File: config.mk
export PLATFORM = sky130hd
export DESIGN_NAME = lru_bank_cache
export DESIGN_NICKNAME = d
export VERILOG_FILES = /design/src/sv/lbc_pkg.sv /design/src/sv/lbc_ctrl.sv /design/src/sv/lbc_datapath.sv /design/src/sv/lru_bank_cache.sv
export SDC_FILE = /design/constraint.sdc
export NUM_CORES = 1
export LEC_CHECK = 0
export BUFFER_PORTS_ARGS = -buffer_cell sky130_fd_sc_hd__clkbuf_2
export CORE_MARGIN = 5
export CORE_UTILIZATION = 30
export DETAILED_ROUTE_END_ITERATION = 8
export PLACE_DENSITY_LB_ADDON = 0.25
export SYNTH_ARGS = -nofsm -noshare
export SYNTH_HDL_FRONTEND = slang
export SYNTH_HIERARCHICAL = 1
export SYNTH_SLANG_ARGS = --single-unit
File: constraint.sdc
create_clock -name aclk -period 6.45 [get_ports aclk]
set_input_delay 1.29 -clock aclk [delete_from_list [all_inputs] [get_ports aclk]]
set_output_delay 1.29 -clock aclk [all_outputs]
set_load 0.02 [all_outputs]
File: src/sv/lbc_pkg.sv
// Package for the LRU bank cache: widths, register indexes, controller states
// and the command/status structs shared by the controller and the datapath.
// No dependencies.
package lbc_pkg;

    localparam int MAX_SLOTS_DEF = 8;
    localparam int ACT_W         = 4;
    localparam int SIZE_W        = 17;
    localparam int CFG_DATA_W    = 17;
    localparam int BANK_W        = 8;
    localparam int OFFSET_W      = 24;
    localparam int STAMP_W       = 32;
    localparam int SLOT_OUT_W    = 3;
    localparam int CNT_W         = 6;

    localparam logic [BANK_W-1:0]  EMPTY_TAG     = 8'hFF;
    localparam logic [ACT_W-1:0]   ACTIVE_RESET  = 4'd8;
    localparam logic [SIZE_W-1:0]  BANK_SIZE_RST = 17'd8192;

    typedef enum logic [0:0] {
        REG_ACTIVE_SLOTS = 1'b0,
        REG_BANK_SIZE    = 1'b1
    } cfg_reg_t;

    typedef enum logic [2:0] {
        ST_IDLE,
        ST_LOOKUP,
        ST_SCAN,
        ST_REPLACE,
        ST_EMIT
    } state_t;

    typedef struct packed {
        logic load_in;
        logic lookup;
        logic scan;
        logic replace;
        logic emit;
    } lbc_cmd_t;

    typedef struct packed {
        logic inval;
        logic hit;
        logic single;
        logic scan_done;
        logic out_free;
    } lbc_sts_t;

endpackage

File: src/sv/lbc_ctrl.sv
// Controller of the LRU bank cache: sequences lookup, victim scan, replace
// and result hand-off. Depends on lbc_pkg.
module lbc_ctrl (
    input  logic              aclk,
    input  logic              aresetn,
    input  logic              s_valid,
    output logic              s_ready,
    input  lbc_pkg::lbc_sts_t sts,
    output lbc_pkg::lbc_cmd_t cmd
);
    import lbc_pkg::*;

    state_t state_reg;
    state_t state_next;

    always_ff @(posedge aclk) begin
        if (!aresetn) begin
            state_reg <= ST_IDLE;
        end else begin
            state_reg <= state_next;
        end
    end

    always_comb begin
        state_next = state_reg;
        cmd        = '0;
        s_ready    = 1'b0;
        unique case (state_reg)
            ST_IDLE: begin
                s_ready = 1'b1;
                if (s_valid) begin
                    cmd.load_in = 1'b1;
                    state_next  = ST_LOOKUP;
                end
            end
            ST_LOOKUP: begin
                cmd.lookup = 1'b1;
                if (sts.inval || sts.hit) begin
                    state_next = ST_EMIT;
                end else if (sts.single) begin
                    state_next = ST_REPLACE;
                end else begin
                    state_next = ST_SCAN;
                end
            end
            ST_SCAN: begin
                cmd.scan = 1'b1;
                if (sts.scan_done) begin
                    state_next = ST_REPLACE;
                end
            end
            ST_REPLACE: begin
                cmd.replace = 1'b1;
                state_next  = ST_EMIT;
            end
            ST_EMIT: begin
                if (sts.out_free) begin
                    cmd.emit   = 1'b1;
                    state_next = ST_IDLE;
                end
            end
            default: begin
                state_next = ST_IDLE;
            end
        endcase
    end

endmodule

File: src/sv/lbc_datapath.sv
// Datapath of the LRU bank cache: configuration, tags, stamps, use tick,
// victim scan, load offset multiply and the output register. Depends on lbc_pkg.
module lbc_datapath #(
    parameter int MAX_SLOTS = lbc_pkg::MAX_SLOTS_DEF
) (
    input  logic                              aclk,
    input  logic                              aresetn,
    input  logic                              cfg_wr_en,
    input  lbc_pkg::cfg_reg_t                 cfg_index,
    input  logic [lbc_pkg::CFG_DATA_W-1:0]    cfg_wdata,
    input  logic                              s_mode,
    input  logic [lbc_pkg::BANK_W-1:0]        s_bank_number,
    input  logic                              s_rom_kind,
    input  lbc_pkg::lbc_cmd_t                 cmd,
    output lbc_pkg::lbc_sts_t                 sts,
    output logic                              m_valid,
    input  logic                              m_ready,
    output logic [lbc_pkg::SLOT_OUT_W-1:0]    m_slot,
    output logic                              m_hit,
    output logic                              m_load_request,
    output logic                              m_load_rom_kind,
    output logic [lbc_pkg::OFFSET_W-1:0]      m_load_offset
);
    import lbc_pkg::*;

    localparam int SLOT_W = (MAX_SLOTS > 1) ? $clog2(MAX_SLOTS) : 1;
    localparam int PROD_W = BANK_W + SIZE_W;

    logic [ACT_W-1:0]    active_slots_reg;
    logic [SIZE_W-1:0]   bank_size_reg;
    logic [BANK_W-1:0]   tag_reg [MAX_SLOTS];
    logic [STAMP_W-1:0]  stamp_reg [MAX_SLOTS];
    logic [STAMP_W-1:0]  tick_reg;
    logic [STAMP_W-1:0]  tick_next;

    logic                mode_reg;
    logic [BANK_W-1:0]   bank_reg;
    logic                kind_reg;

    logic [SLOT_W-1:0]   scan_idx_reg;
    logic [STAMP_W-1:0]  min_reg;
    logic [SLOT_W-1:0]   victim_reg;

    logic [SLOT_W-1:0]   res_slot_reg;
    logic                res_hit_reg;
    logic                res_load_reg;
    logic                res_kind_reg;
    logic [OFFSET_W-1:0] res_offset_reg;

    logic                m_valid_reg;
    logic [SLOT_OUT_W-1:0] m_slot_reg;
    logic                m_hit_reg;
    logic                m_load_reg;
    logic                m_kind_reg;
    logic [OFFSET_W-1:0] m_offset_reg;

    logic [CNT_W-1:0]    act_ext;
    logic [CNT_W-1:0]    n_use;
    logic [CNT_W-1:0]    last_ext;
    logic [SLOT_W-1:0]   last;
    logic [MAX_SLOTS-1:0] hit_vec;
    logic [SLOT_W-1:0]   hit_idx;
    logic [PROD_W-1:0]   prod;
    logic [CNT_W-1:0]    res_slot_ext;

    always_comb begin
        act_ext = CNT_W'(active_slots_reg);
        if (act_ext == '0) begin
            n_use = CNT_W'(1);
        end else if (act_ext > CNT_W'(MAX_SLOTS)) begin
            n_use = CNT_W'(MAX_SLOTS);
        end else begin
            n_use = act_ext;
        end
        last_ext = n_use - CNT_W'(1);
        last     = last_ext[SLOT_W-1:0];
    end

    always_comb begin
        hit_idx = '0;
        for (int i = 0; i < MAX_SLOTS; i++) begin
            hit_vec[i] = (tag_reg[i] == bank_reg) && (CNT_W'(i) <= last_ext);
        end
        for (int i = MAX_SLOTS - 1; i >= 0; i--) begin
            if (hit_vec[i]) begin
                hit_idx = SLOT_W'(i);
            end
        end
    end

    assign tick_next    = tick_reg + STAMP_W'(1);
    assign prod         = PROD_W'(bank_reg) * PROD_W'(bank_size_reg);
    assign res_slot_ext = CNT_W'(res_slot_reg);

    assign sts.inval     = mode_reg;
    assign sts.hit       = |hit_vec;
    assign sts.single    = (last_ext == '0);
    assign sts.scan_done = (scan_idx_reg == last);
    assign sts.out_free  = !m_valid_reg || m_ready;

    always_ff @(posedge aclk) begin
        if (!aresetn) begin
            active_slots_reg <= ACTIVE_RESET;
            bank_size_reg    <= BANK_SIZE_RST;
            tick_reg         <= '0;
            m_valid_reg      <= 1'b0;
            for (int i = 0; i < MAX_SLOTS; i++) begin
                tag_reg[i]   <= EMPTY_TAG;
                stamp_reg[i] <= '0;
            end
        end else begin
            if (cfg_wr_en) begin
                unique case (cfg_index)
                    REG_ACTIVE_SLOTS: active_slots_reg <= cfg_wdata[ACT_W-1:0];
                    REG_BANK_SIZE:    bank_size_reg    <= cfg_wdata[SIZE_W-1:0];
                    default:          ;
                endcase
            end
            if (cmd.lookup) begin
                if (mode_reg) begin
                    tick_reg <= '0;
                    for (int i = 0; i < MAX_SLOTS; i++) begin
                        tag_reg[i]   <= EMPTY_TAG;
                        stamp_reg[i] <= '0;
                    end
                end else begin
                    tick_reg <= tick_next;
                    if (|hit_vec) begin
                        stamp_reg[hit_idx] <= tick_next;
                    end
                end
            end
            if (cmd.replace) begin
                tag_reg[victim_reg]   <= bank_reg;
                stamp_reg[victim_reg] <= tick_reg;
            end
            if (cmd.emit) begin
                m_valid_reg <= 1'b1;
            end else if (m_ready) begin
                m_valid_reg <= 1'b0;
            end
        end
    end

    always_ff @(posedge aclk) begin
        if (cmd.load_in) begin
            mode_reg <= s_mode;
            bank_reg <= s_bank_number;
            kind_reg <= s_rom_kind;
        end
        if (cmd.lookup) begin
            min_reg      <= stamp_reg[0];
            victim_reg   <= '0;
            scan_idx_reg <= SLOT_W'(1);
            res_slot_reg <= (mode_reg || !(|hit_vec)) ? '0 : hit_idx;
            res_hit_reg  <= !mode_reg && (|hit_vec);
            res_load_reg   <= 1'b0;
            res_kind_reg   <= 1'b0;
            res_offset_reg <= '0;
        end
        if (cmd.scan) begin
            if (stamp_reg[scan_idx_reg] < min_reg) begin
                min_reg    <= stamp_reg[scan_idx_reg];
                victim_reg <= scan_idx_reg;
            end
            scan_idx_reg <= scan_idx_reg + SLOT_W'(1);
        end
        if (cmd.replace) begin
            res_slot_reg   <= victim_reg;
            res_hit_reg    <= 1'b0;
            res_load_reg   <= 1'b1;
            res_kind_reg   <= kind_reg;
            res_offset_reg <= prod[OFFSET_W-1:0];
        end
        if (cmd.emit) begin
            m_slot_reg   <= res_slot_ext[SLOT_OUT_W-1:0];
            m_hit_reg    <= res_hit_reg;
            m_load_reg   <= res_load_reg;
            m_kind_reg   <= res_kind_reg;
            m_offset_reg <= res_offset_reg;
        end
    end

    assign m_valid         = m_valid_reg;
    assign m_slot          = m_slot_reg;
    assign m_hit           = m_hit_reg;
    assign m_load_request  = m_load_reg;
    assign m_load_rom_kind = m_kind_reg;
    assign m_load_offset   = m_offset_reg;

    a_inval_clears_tick: assert property (@(posedge aclk) disable iff (!aresetn)
        cmd.lookup && mode_reg |=> tick_reg == '0)
        else $error("use tick not cleared by invalidate");

    a_hit_no_load: assert property (@(posedge aclk) disable iff (!aresetn)
        m_valid_reg && m_hit_reg |-> !m_load_reg)
        else $error("hit result carries a load request");

    a_victim_active: assert property (@(posedge aclk) disable iff (!aresetn)
        cmd.replace |-> CNT_W'(victim_reg) <= last_ext)
        else $error("victim slot outside the active slots");

    a_emit_when_free: assert property (@(posedge aclk) disable iff (!aresetn)
        cmd.emit |-> !m_valid_reg || m_ready)
        else $error("result register overwritten while stalled");

endmodule

File: src/sv/lru_bank_cache.sv
// Top level of the LRU bank cache: joins the controller and the datapath.
// Depends on lbc_pkg, lbc_ctrl and lbc_datapath.
//
// Usage: a transaction on the s_ channel carries one item: s_mode 0 looks up
// bank s_bank_number, s_mode 1 invalidates the whole cache. Each item yields
// exactly one transaction on the m_ channel with the slot, a hit flag and, on
// a miss, a load request with the ROM kind and byte offset.
// Configuration is written through cfg_wr_en, cfg_index and cfg_wdata while
// the block is idle; each write takes effect at the next edge.
// Flow: the input is taken in the idle state. A hit or an invalidate goes
// from the lookup straight to the result hand-off; a miss scans the stamps
// one slot per cycle (no scan with a single active slot) and then replaces
// the victim before the hand-off. The next item is taken in the cycle after
// the result is loaded into the output register, never while an item is in
// work. A stalled receiver holds the result in the output register; the
// block still accepts and works on the next item and waits only when that
// item's result is ready.
// Reset: all slots empty (tag 255), stamps and tick zero, 8 active slots,
// bank size 8192, no result pending.
module lru_bank_cache #(
    parameter int MAX_SLOTS = lbc_pkg::MAX_SLOTS_DEF
) (
    input  logic                              aclk,
    input  logic                              aresetn,
    input  logic                              cfg_wr_en,
    input  lbc_pkg::cfg_reg_t                 cfg_index,
    input  logic [lbc_pkg::CFG_DATA_W-1:0]    cfg_wdata,
    input  logic                              s_valid,
    output logic                              s_ready,
    input  logic                              s_mode,
    input  logic [lbc_pkg::BANK_W-1:0]        s_bank_number,
    input  logic                              s_rom_kind,
    output logic                              m_valid,
    input  logic                              m_ready,
    output logic [lbc_pkg::SLOT_OUT_W-1:0]    m_slot,
    output logic                              m_hit,
    output logic                              m_load_request,
    output logic                              m_load_rom_kind,
    output logic [lbc_pkg::OFFSET_W-1:0]      m_load_offset
);
    import lbc_pkg::*;

    lbc_cmd_t cmd;
    lbc_sts_t sts;

    lbc_ctrl u_ctrl (
        .aclk    (aclk),
        .aresetn (aresetn),
        .s_valid (s_valid),
        .s_ready (s_ready),
        .sts     (sts),
        .cmd     (cmd)
    );

    lbc_datapath #(
        .MAX_SLOTS (MAX_SLOTS)
    ) u_datapath (
        .aclk            (aclk),
        .aresetn         (aresetn),
        .cfg_wr_en       (cfg_wr_en),
        .cfg_index       (cfg_index),
        .cfg_wdata       (cfg_wdata),
        .s_mode          (s_mode),
        .s_bank_number   (s_bank_number),
        .s_rom_kind      (s_rom_kind),
        .cmd             (cmd),
        .sts             (sts),
        .m_valid         (m_valid),
        .m_ready         (m_ready),
        .m_slot          (m_slot),
        .m_hit           (m_hit),
        .m_load_request  (m_load_request),
        .m_load_rom_kind (m_load_rom_kind),
        .m_load_offset   (m_load_offset)
    );

endmodule

==> results of run 1 <==
==> cell usage after synthesis (5+ instances only) <==
cell | instances | share of area [%]
a21boi_0 | 18 | 0.47
mux2_4 | 29 | 1.5
mux4_2 | 64 | 5.1
inv_1 | 143 | 1.9
nand4_1 | 21 | 0.46
nand3_1 | 39 | 0.68
mux2i_1 | 8 | 0.28
nand2b_1 | 35 | 0.77
o21a_1 | 7 | 0.18
or3_1 | 53 | 1.2
buf_6 | 5 | 0.20
clkbuf_1 | 160 | 2.1
mux2_2 | 36 | 1.4
a22o_1 | 35 | 1.1
ha_1 | 79 | 3.5
buf_1 | 13 | 0.17
nor2b_1 | 40 | 0.88
a22oi_1 | 10 | 0.26
and3_1 | 17 | 0.37
a21oi_1 | 36 | 0.63
nor2_1 | 51 | 0.67
edfxtp_1 | 391 | 41
o2bb2ai_1 | 12 | 0.37
xnor2_1 | 65 | 2.0
fa_1 | 89 | 6.2
xor2_1 | 41 | 1.3
nor3_1 | 17 | 0.30
o21ai_0 | 238 | 4.2
o31ai_1 | 112 | 2.9
buf_2 | 21 | 0.37
a21o_1 | 22 | 0.58
dfxtp_1 | 97 | 6.8
buf_4 | 8 | 0.21
and2_1 | 117 | 2.6
nand2_1 | 386 | 5.1
==> worst max-delay path, cell delays in order, from the launching register on <==
cell and delay, ps:
edfxtp_1 560, and2_1 270, fa_1 540, inv_1 60, fa_1 500, fa_1 550
inv_1 60, fa_1 470, ha_1 360, or3_1 390, o21ai_0 80, a21oi_1 100
a41oi_1 530, o31ai_1 180, o41a_1 350, xnor2_1 130, and2_1 160
==> cell type report <==
cell class,instances,area [sq um]
repair buffers,111,673
multi-input cells,1740,13500
fillers,9527,62600
inverters,144,541
well taps,1265,1580
clock inverters,37,561
flip-flops and latches,488,13700
clock buffers,73,1560
==> logic make-up (layout without fill, tap and decap cells) <==
group,after synthesis,count (layout)
fa+ha+maj,168,168
mux,137,137
buf+inv,354,365
flops,488,488
compound gates,517,517
simple gates,811,811
xor+xnor,107,107
==> report_power, final <==
group / leakage, nW / switching (mW) / internal, mW
clock network: 1.02 / 1.40 / 2.20
registers: 4.59 / 0.120 / 3.59
logic: 5.77 / 0.740 / 0.562
==> stage by stage <==
step	setup WS [ps]	cells	hold slack (ps)	power [mW]	utilization, %
4_1_cts	907	3858	419	8.71	33.9
6_report	884	3858	419	8.61	33.9
3_3_place_gp	986	3748	401	5.07	31.7
2_1_floorplan	2.88	2582	400	4.67	-
3_5_place_dp	963	3748	405	5.09	31.7
5_1_grt	666	3858	426	8.98	33.9
==> metal layers <==
layer / wire, um / global-route usage (%) / vias to the layer above
met5: 0 / 0 / -
met4: 1490 / 3.87 / 0
met3: 5290 / 2.07 / 94
met2: 41600 / 27.8 / 654
met1: 37400 / 22.7 / 10200
li1: - / - / 9097
==> worst paths after layout <==
| kind | to | slack (ps) | depth (start not counted) |
|---|---|---|---|
| worst max register to register | u_datapath/res_offset_reg[23]$_SDFFCE_PN0P_ | 880 | 16 |
| worst max-delay path | u_datapath/res_offset_reg[23]$_SDFFCE_PN0P_ | 880 | 16 |
| worst min register to register | u_datapath/m_load_offset[4]$_DFFE_PP_ | 420 | 0 |
| worst min-delay path | u_datapath/m_load_offset[4]$_DFFE_PP_ | 420 | 0 |
==> qor.txt, run 1 <==
Commonest non-fill, non-tap cell in the layout: edfxtp_1
Initial antenna violation count: 1
Setup crit end kind: register
Die area: 101000 sq um
Per-instance average area after synthesis: 11.0 sq um
Die height: 318 um
Arrival time worst endpoint: 5920 ps
Leakage power: 11.4 nW
Status: finished, final reports clean
Largest net degree at the start of global routing: 75
Final Slew Violations: 0
Post-CTS Setup Inserts: 0
Number of max-cap violations: 0
Sequential share of the synthesized area: 48.0%
Worst Path Required: 6800 ps
Ys flop type: edfxtp_1
Number of vias per cell: 5.18
# IOs: 65
Number of global-route vias before repair: 20300
Clock root buffer: clkbuf_16
Post-CTS Hold Buffers: 0
Fin. Hold Viols: 0
Syn Inst Count: 2582
Crit Path Class: register to register
DR vias: 20000
DRT Wirelength: 85700 um
Initial drt markers: 1833
Hold Path Origin: u_datapath/res_offset_reg[4]$_SDFFCE_PN0P_
Mapped cell area: 28500 sq um
Largest register FFs: 256
Die W: 318 um
Most frequent cells in the layout: 391 x edfxtp_1, 386 x nand2_1, 238 x o21ai_0
Post-synth ARST share: 0%
Post-DP HPWL: 52000 um
Routed Antenna Nets: 0
Simple-gate portion of the synthesized area: 14.0%
Main combinational cell family by area after synthesis: simple AND/OR/NAND/NOR gates
Syn-to-layout area delta: 12.7%
Clk Latency, worst-skew pair: 670 ps
H-tree Lvls: 2
Mapped Nets: 2783
Core ar.: 94700 sq um
Peak supply drop: 0.000217 V
Final Cell Area: 32100 sq um
Clock sinks: 488
Fin crit share: 86.3%
Placement Rows: 113
Drt drc: 0
Initial Utilization: 30.1%
Post-synthesis register bit count: 488
Synth unique cells: 75
Post-Synth Adder-Cell Area: 9.72%
Slew headroom: 17.5%
Post-DR wirelength/cell: 22.2 um
R2R Path Start: u_datapath/bank_reg[5]$_DFFE_PP_
Share of cells above drive strength 1: 14.8%
DRT Pass-1 Iters: 6
Yosys warning count: 6
First-pass GRT wire length: 129000 um
# resized after CTS: 0
Tmin final: 5570 ps
CTS clk-pin slew, worst paths: 60 ps
Global route overflow: 0
Worst setup path start: u_datapath/bank_reg[5]$_DFFE_PP_
Max FO, Critical Path: 12
Final Setup Violations: 0
Clock Path Buffers: 3
TritonCTS clock tree: yes
Sum of negative setup slack: 0 ps
Pwr/cell area: 268 nW/um^2
Tightest Pin Transition: 1230 ps
Portion of netlist area occupied by mux cells: 8.29%
RD Place Congestion: 0.792
Xor/xnor cell area share of the yosys netlist: 3.31%
RSZ-0062 raised after global routing: false
Num CTS Buffers: 58
Ant diodes: 0
Layout Nets: 2744
GRT Total Usage: 16.4%
Startpoint type of the worst setup path: register
Buffers on Ports: 64
EDFF count, synth: 391
Worst min path class: register to register
Fmax: 180 MHz
Synth Area in Compound Gates: 11.5%
Dpl cell area: 30000 sq um
Clock Skew: 73.9 ps
Note: power is estimated with default switching activity, not from simulation.
==> run 2, diff against run 1 <==
==> constraint.sdc (replaced) <==
create_clock -name aclk -period 4.8 [get_ports aclk]
set_input_delay 0.96 -clock aclk [delete_from_list [all_inputs] [get_ports aclk]]
set_output_delay 0.96 -clock aclk [all_outputs]
set_load 0.02 [all_outputs]
==> run 2 against run 1 <==
  * The run now ends with setup timing left
  * Final cell count grew 2.6%
  * Via count grew 1.9%
  * Die area is the same
  * Register-to-register slack lost 950 ps
  * Clock power grew 20%
  * Critical path depth grew 2
  * Global-route usage is essentially flat
  * Non-clock buffer count grew 101
  * Hold slack lost 2.4 ps
  * Sequential share of layout area shrank 1.1 points
  * Sequential power grew 34%
  * Largest cell class is now multi-input combinational cells
  * Largest power group unchanged
==> qor.txt, run 2 (synthesis results as in run 1) <==
Cell Count, Final, Fillers Out: 3959 (+2.6%)
Largest net degree at the start of global routing: 79 (+5.3%)
Pwr/cell area: 341 nW/um^2 (+27%)
Most frequent cells in the layout: 391 x edfxtp_1, 386 x nand2_1, 235 x o21ai_0
Clock sinks: 488 (unchanged)
Post-CTS Hold Buffers: 0 (unchanged)
Clock Skew: 44.7 ps (-29.2 ps)
Total chip power: 11.2 mW (+30%)
R2R Path Start: u_datapath/bank_reg[4]$_DFFE_PP_
Core ar.: 94700 sq um (unchanged)
Arrival time worst endpoint: 5270 ps (-650 ps)
Slowest cell on crit path: fa_1
Fmax: 206 MHz (+14%)
Combinational share of power: 17.2% (+2.1 points)
Register share of total power: 44.2% (+1.1 points)
Critical Path Sink: u_datapath/res_offset_reg[23]$_SDFFCE_PN0P_
Crit Path Class: register to register
Initial drt markers: 1565 (-15%)
Leakage power: 11.8 nW (+4.0%)
Worst Path Required: 5210 ps (-1590 ps)
Post-DP HPWL: 54800 um (+5.3%)
Number of max-cap violations: 0 (unchanged)
Routed Antenna Nets: 0 (unchanged)
NetSw: 3.07 mW (+36%)
Fin crit share: 101% (+15 points)
Setup crit end kind: register
DRT Wirelength: 86000 um (+0.34%)
Clock share of power: 38.6% (-3.2 points)
Placement Rows: 113 (unchanged)
Startpoint type of the worst setup path: register
RD Place Congestion: 0.813 (+2.7%)
Initial Utilization: 30.1% (unchanged)
Capture point of the worst reg-to-reg path: u_datapath/res_offset_reg[23]$_SDFFCE_PN0P_
Drt drc: 0 (unchanged)
Max FO, Critical Path: 7 (-5)
Number of vias per cell: 5.15 (-0.72%)
DRT Pass-1 Iters: 6 (unchanged)
Buffers on Ports: 64 (unchanged)
Largest register FFs: 256 (unchanged)
Final Setup Violations: 3 (+3)
FF-to-FF path depth: 18 (+2)
Number of global-route vias before repair: 20800 (+2.5%)
Tightest Pin Transition: 983 ps (-252 ps)
Share of cells above drive strength 1: 19.0% (+4.3 points)
Worst R2R Setup Slack: -60 ps (-950 ps)
Dpl cell area: 30800 sq um (+2.6%)
Die W: 318 um (unchanged)
Final Cell Area: 33000 sq um (+2.7%)
CP delay by family, top: adder cells
Initial antenna violation count: 0 (-1)
Commonest non-fill, non-tap cell in the layout: edfxtp_1
Die height: 318 um (unchanged)
# fillers: 9398 (-1.4%)
Syn-to-layout area delta: 15.8%
GRT Total Usage: 16.4% (about the same)
Status: complete, but fails checks
Largest stage delay on the critical path: 530 ps (-30 ps)
Final Slew Violations: 0 (unchanged)
CTS clk-pin slew, worst paths: 60 ps (about the same)
Clk Latency, worst-skew pair: 660 ps (about the same)
Failing checks: setup timing
Num CTS Buffers: 58 (unchanged)
Most frequent CP cell: fa_1
Clock root buffer: clkbuf_16
RSZ-0062 raised after global routing: true
Hold WS: 417 ps (-2.37 ps)
# IOs: 65 (unchanged)
DR vias: 20400 (+1.9%)
Post-DR wirelength/cell: 21.7 um (-2.2%)
Sum of negative setup slack: -130 ps (-130 ps)
First-pass GRT wire length: 130000 um (+0.49%)
Ant diodes: 0 (unchanged)
CP Depth: 18 (+2)
Tmin final: 4860 ps (-702 ps)
Layout Nets: 2845 (+3.7%)
Peak supply drop: 0.000294 V (+36%)
TritonCTS clock tree: yes
Global route overflow: 0 (unchanged)
Final core occ: 34.8% (+0.93 points)
H-tree Lvls: 2 (unchanged)
Fin. Hold Viols: 0 (unchanged)
Die area: 101000 sq um (unchanged)
Place WS: -178 ps (-1140 ps)
Slew headroom: 34.5% (+17 points)
Worst min path class: register to register
Final worst slack: -64.8 ps (-948 ps)
Clock Path Buffers: 3 (unchanged)
Placed insts: 3828 (+2.1%)
Critical path buffers and inverters: 4 (+2)
Internal power: 8.17 mW (+28%)
Worst setup path start: u_datapath/bank_reg[4]$_DFFE_PP_
Switch share: 27.3% (+1.1 points)
Cells along the critical path: buf_6 -> buf_6 -> and2_1 -> fa_1 -> inv_1 -> fa_1 -> fa_1 -> fa_1 -> inv_2 -> ha_4 -> a21o_1 -> a21oi_2 -> o31ai_2 -> a41oi_4 -> o31ai_4 -> o41a_1 -> xnor2_1 -> and2_1
## run 2: cell count changes in the layout (fill, tap and decap cells not counted), sizes merged
cell / delta
buf: +101
bufinv: -9
clkbuf: +7
clkinv: +3
clkinvlp: -3
inv: +2
## run 2: cell type report
type,count,area (sq um),share of cell area (%)
multi-input combinational,1740,13700,41.6
clock buffer,80,1560,4.74
timing repair buffer,212,1600,4.86
sequential,488,13700,41.5
inverter,144,541,1.64
tap,1265,1580,4.80
clock inverter,30,292,0.883
## run 2: repair_timing
item / CTS / global route
buffers inserted: 12 / 9
gates resized for setup: 30 / 19
endpoints found under the setup margin: 6 / 8
pin swaps: 24 / 12
## run 2: worst reg2reg max path, stage by stage, from the launching register on
cell	delay (ps)
edfxtp_1	430
buf_6	170
buf_6	130
and2_1	170
fa_1	470
inv_1	50
fa_1	500
fa_1	430
fa_1	530
inv_2	50
ha_4	220
a21o_1	170
a21oi_2	210
o31ai_2	110
a41oi_4	280
o31ai_4	100
o41a_1	330
xnor2_1	120
and2_1	160
## run 2: worst min path at each step
| stage | start | to | slack [ps] | depth (start not counted) |
|---|---|---|---|---|
| after detailed placement | u_datapath/res_offset_reg[12]$_SDFFCE_PN0P_ | u_datapath/m_load_offset[12]$_DFFE_PP_ | 400 | 0 |
| after CTS | u_datapath/res_offset_reg[15]$_SDFFCE_PN0P_ | u_datapath/m_load_offset[15]$_DFFE_PP_ | 420 | 0 |
| after global routing | u_datapath/res_slot_reg[1]$_DFFE_PP_ | u_datapath/m_slot[1]$_DFFE_PP_ | 420 | 0 |
| after floorplan | u_datapath/res_offset_reg[0]$_SDFFCE_PN0P_ | u_datapath/m_load_offset[0]$_DFFE_PP_ | 400 | 0 |
| final | u_datapath/res_offset_reg[15]$_SDFFCE_PN0P_ | u_datapath/m_load_offset[15]$_DFFE_PP_ | 420 | 0 |
| after global placement | u_datapath/res_offset_reg[13]$_SDFFCE_PN0P_ | u_datapath/m_load_offset[13]$_DFFE_PP_ | 400 | 0 |
## run 2: metal layers
layer	vias to the layer above	routed length [um]	track usage [%]
li1	9296	-	-
met1	10300	36000	21.0
met2	598	43500	29.2
met3	143	4330	2.41
met4	0	2230	4.37
met5	-	0	0
## run 2: power groups by stage
stage | clock [mW] | sequential (mW) | combinational, mW
final | 4.33 | 4.97 | 1.93
after global routing | 4.63 | 5.00 | 2.14
after CTS | 4.45 | 4.97 | 1.94
after detailed placement | 0 | 5.06 | 1.89
after global placement | 0 | 5.05 | 1.86
after floorplan | 0 | 4.98 | 1.34
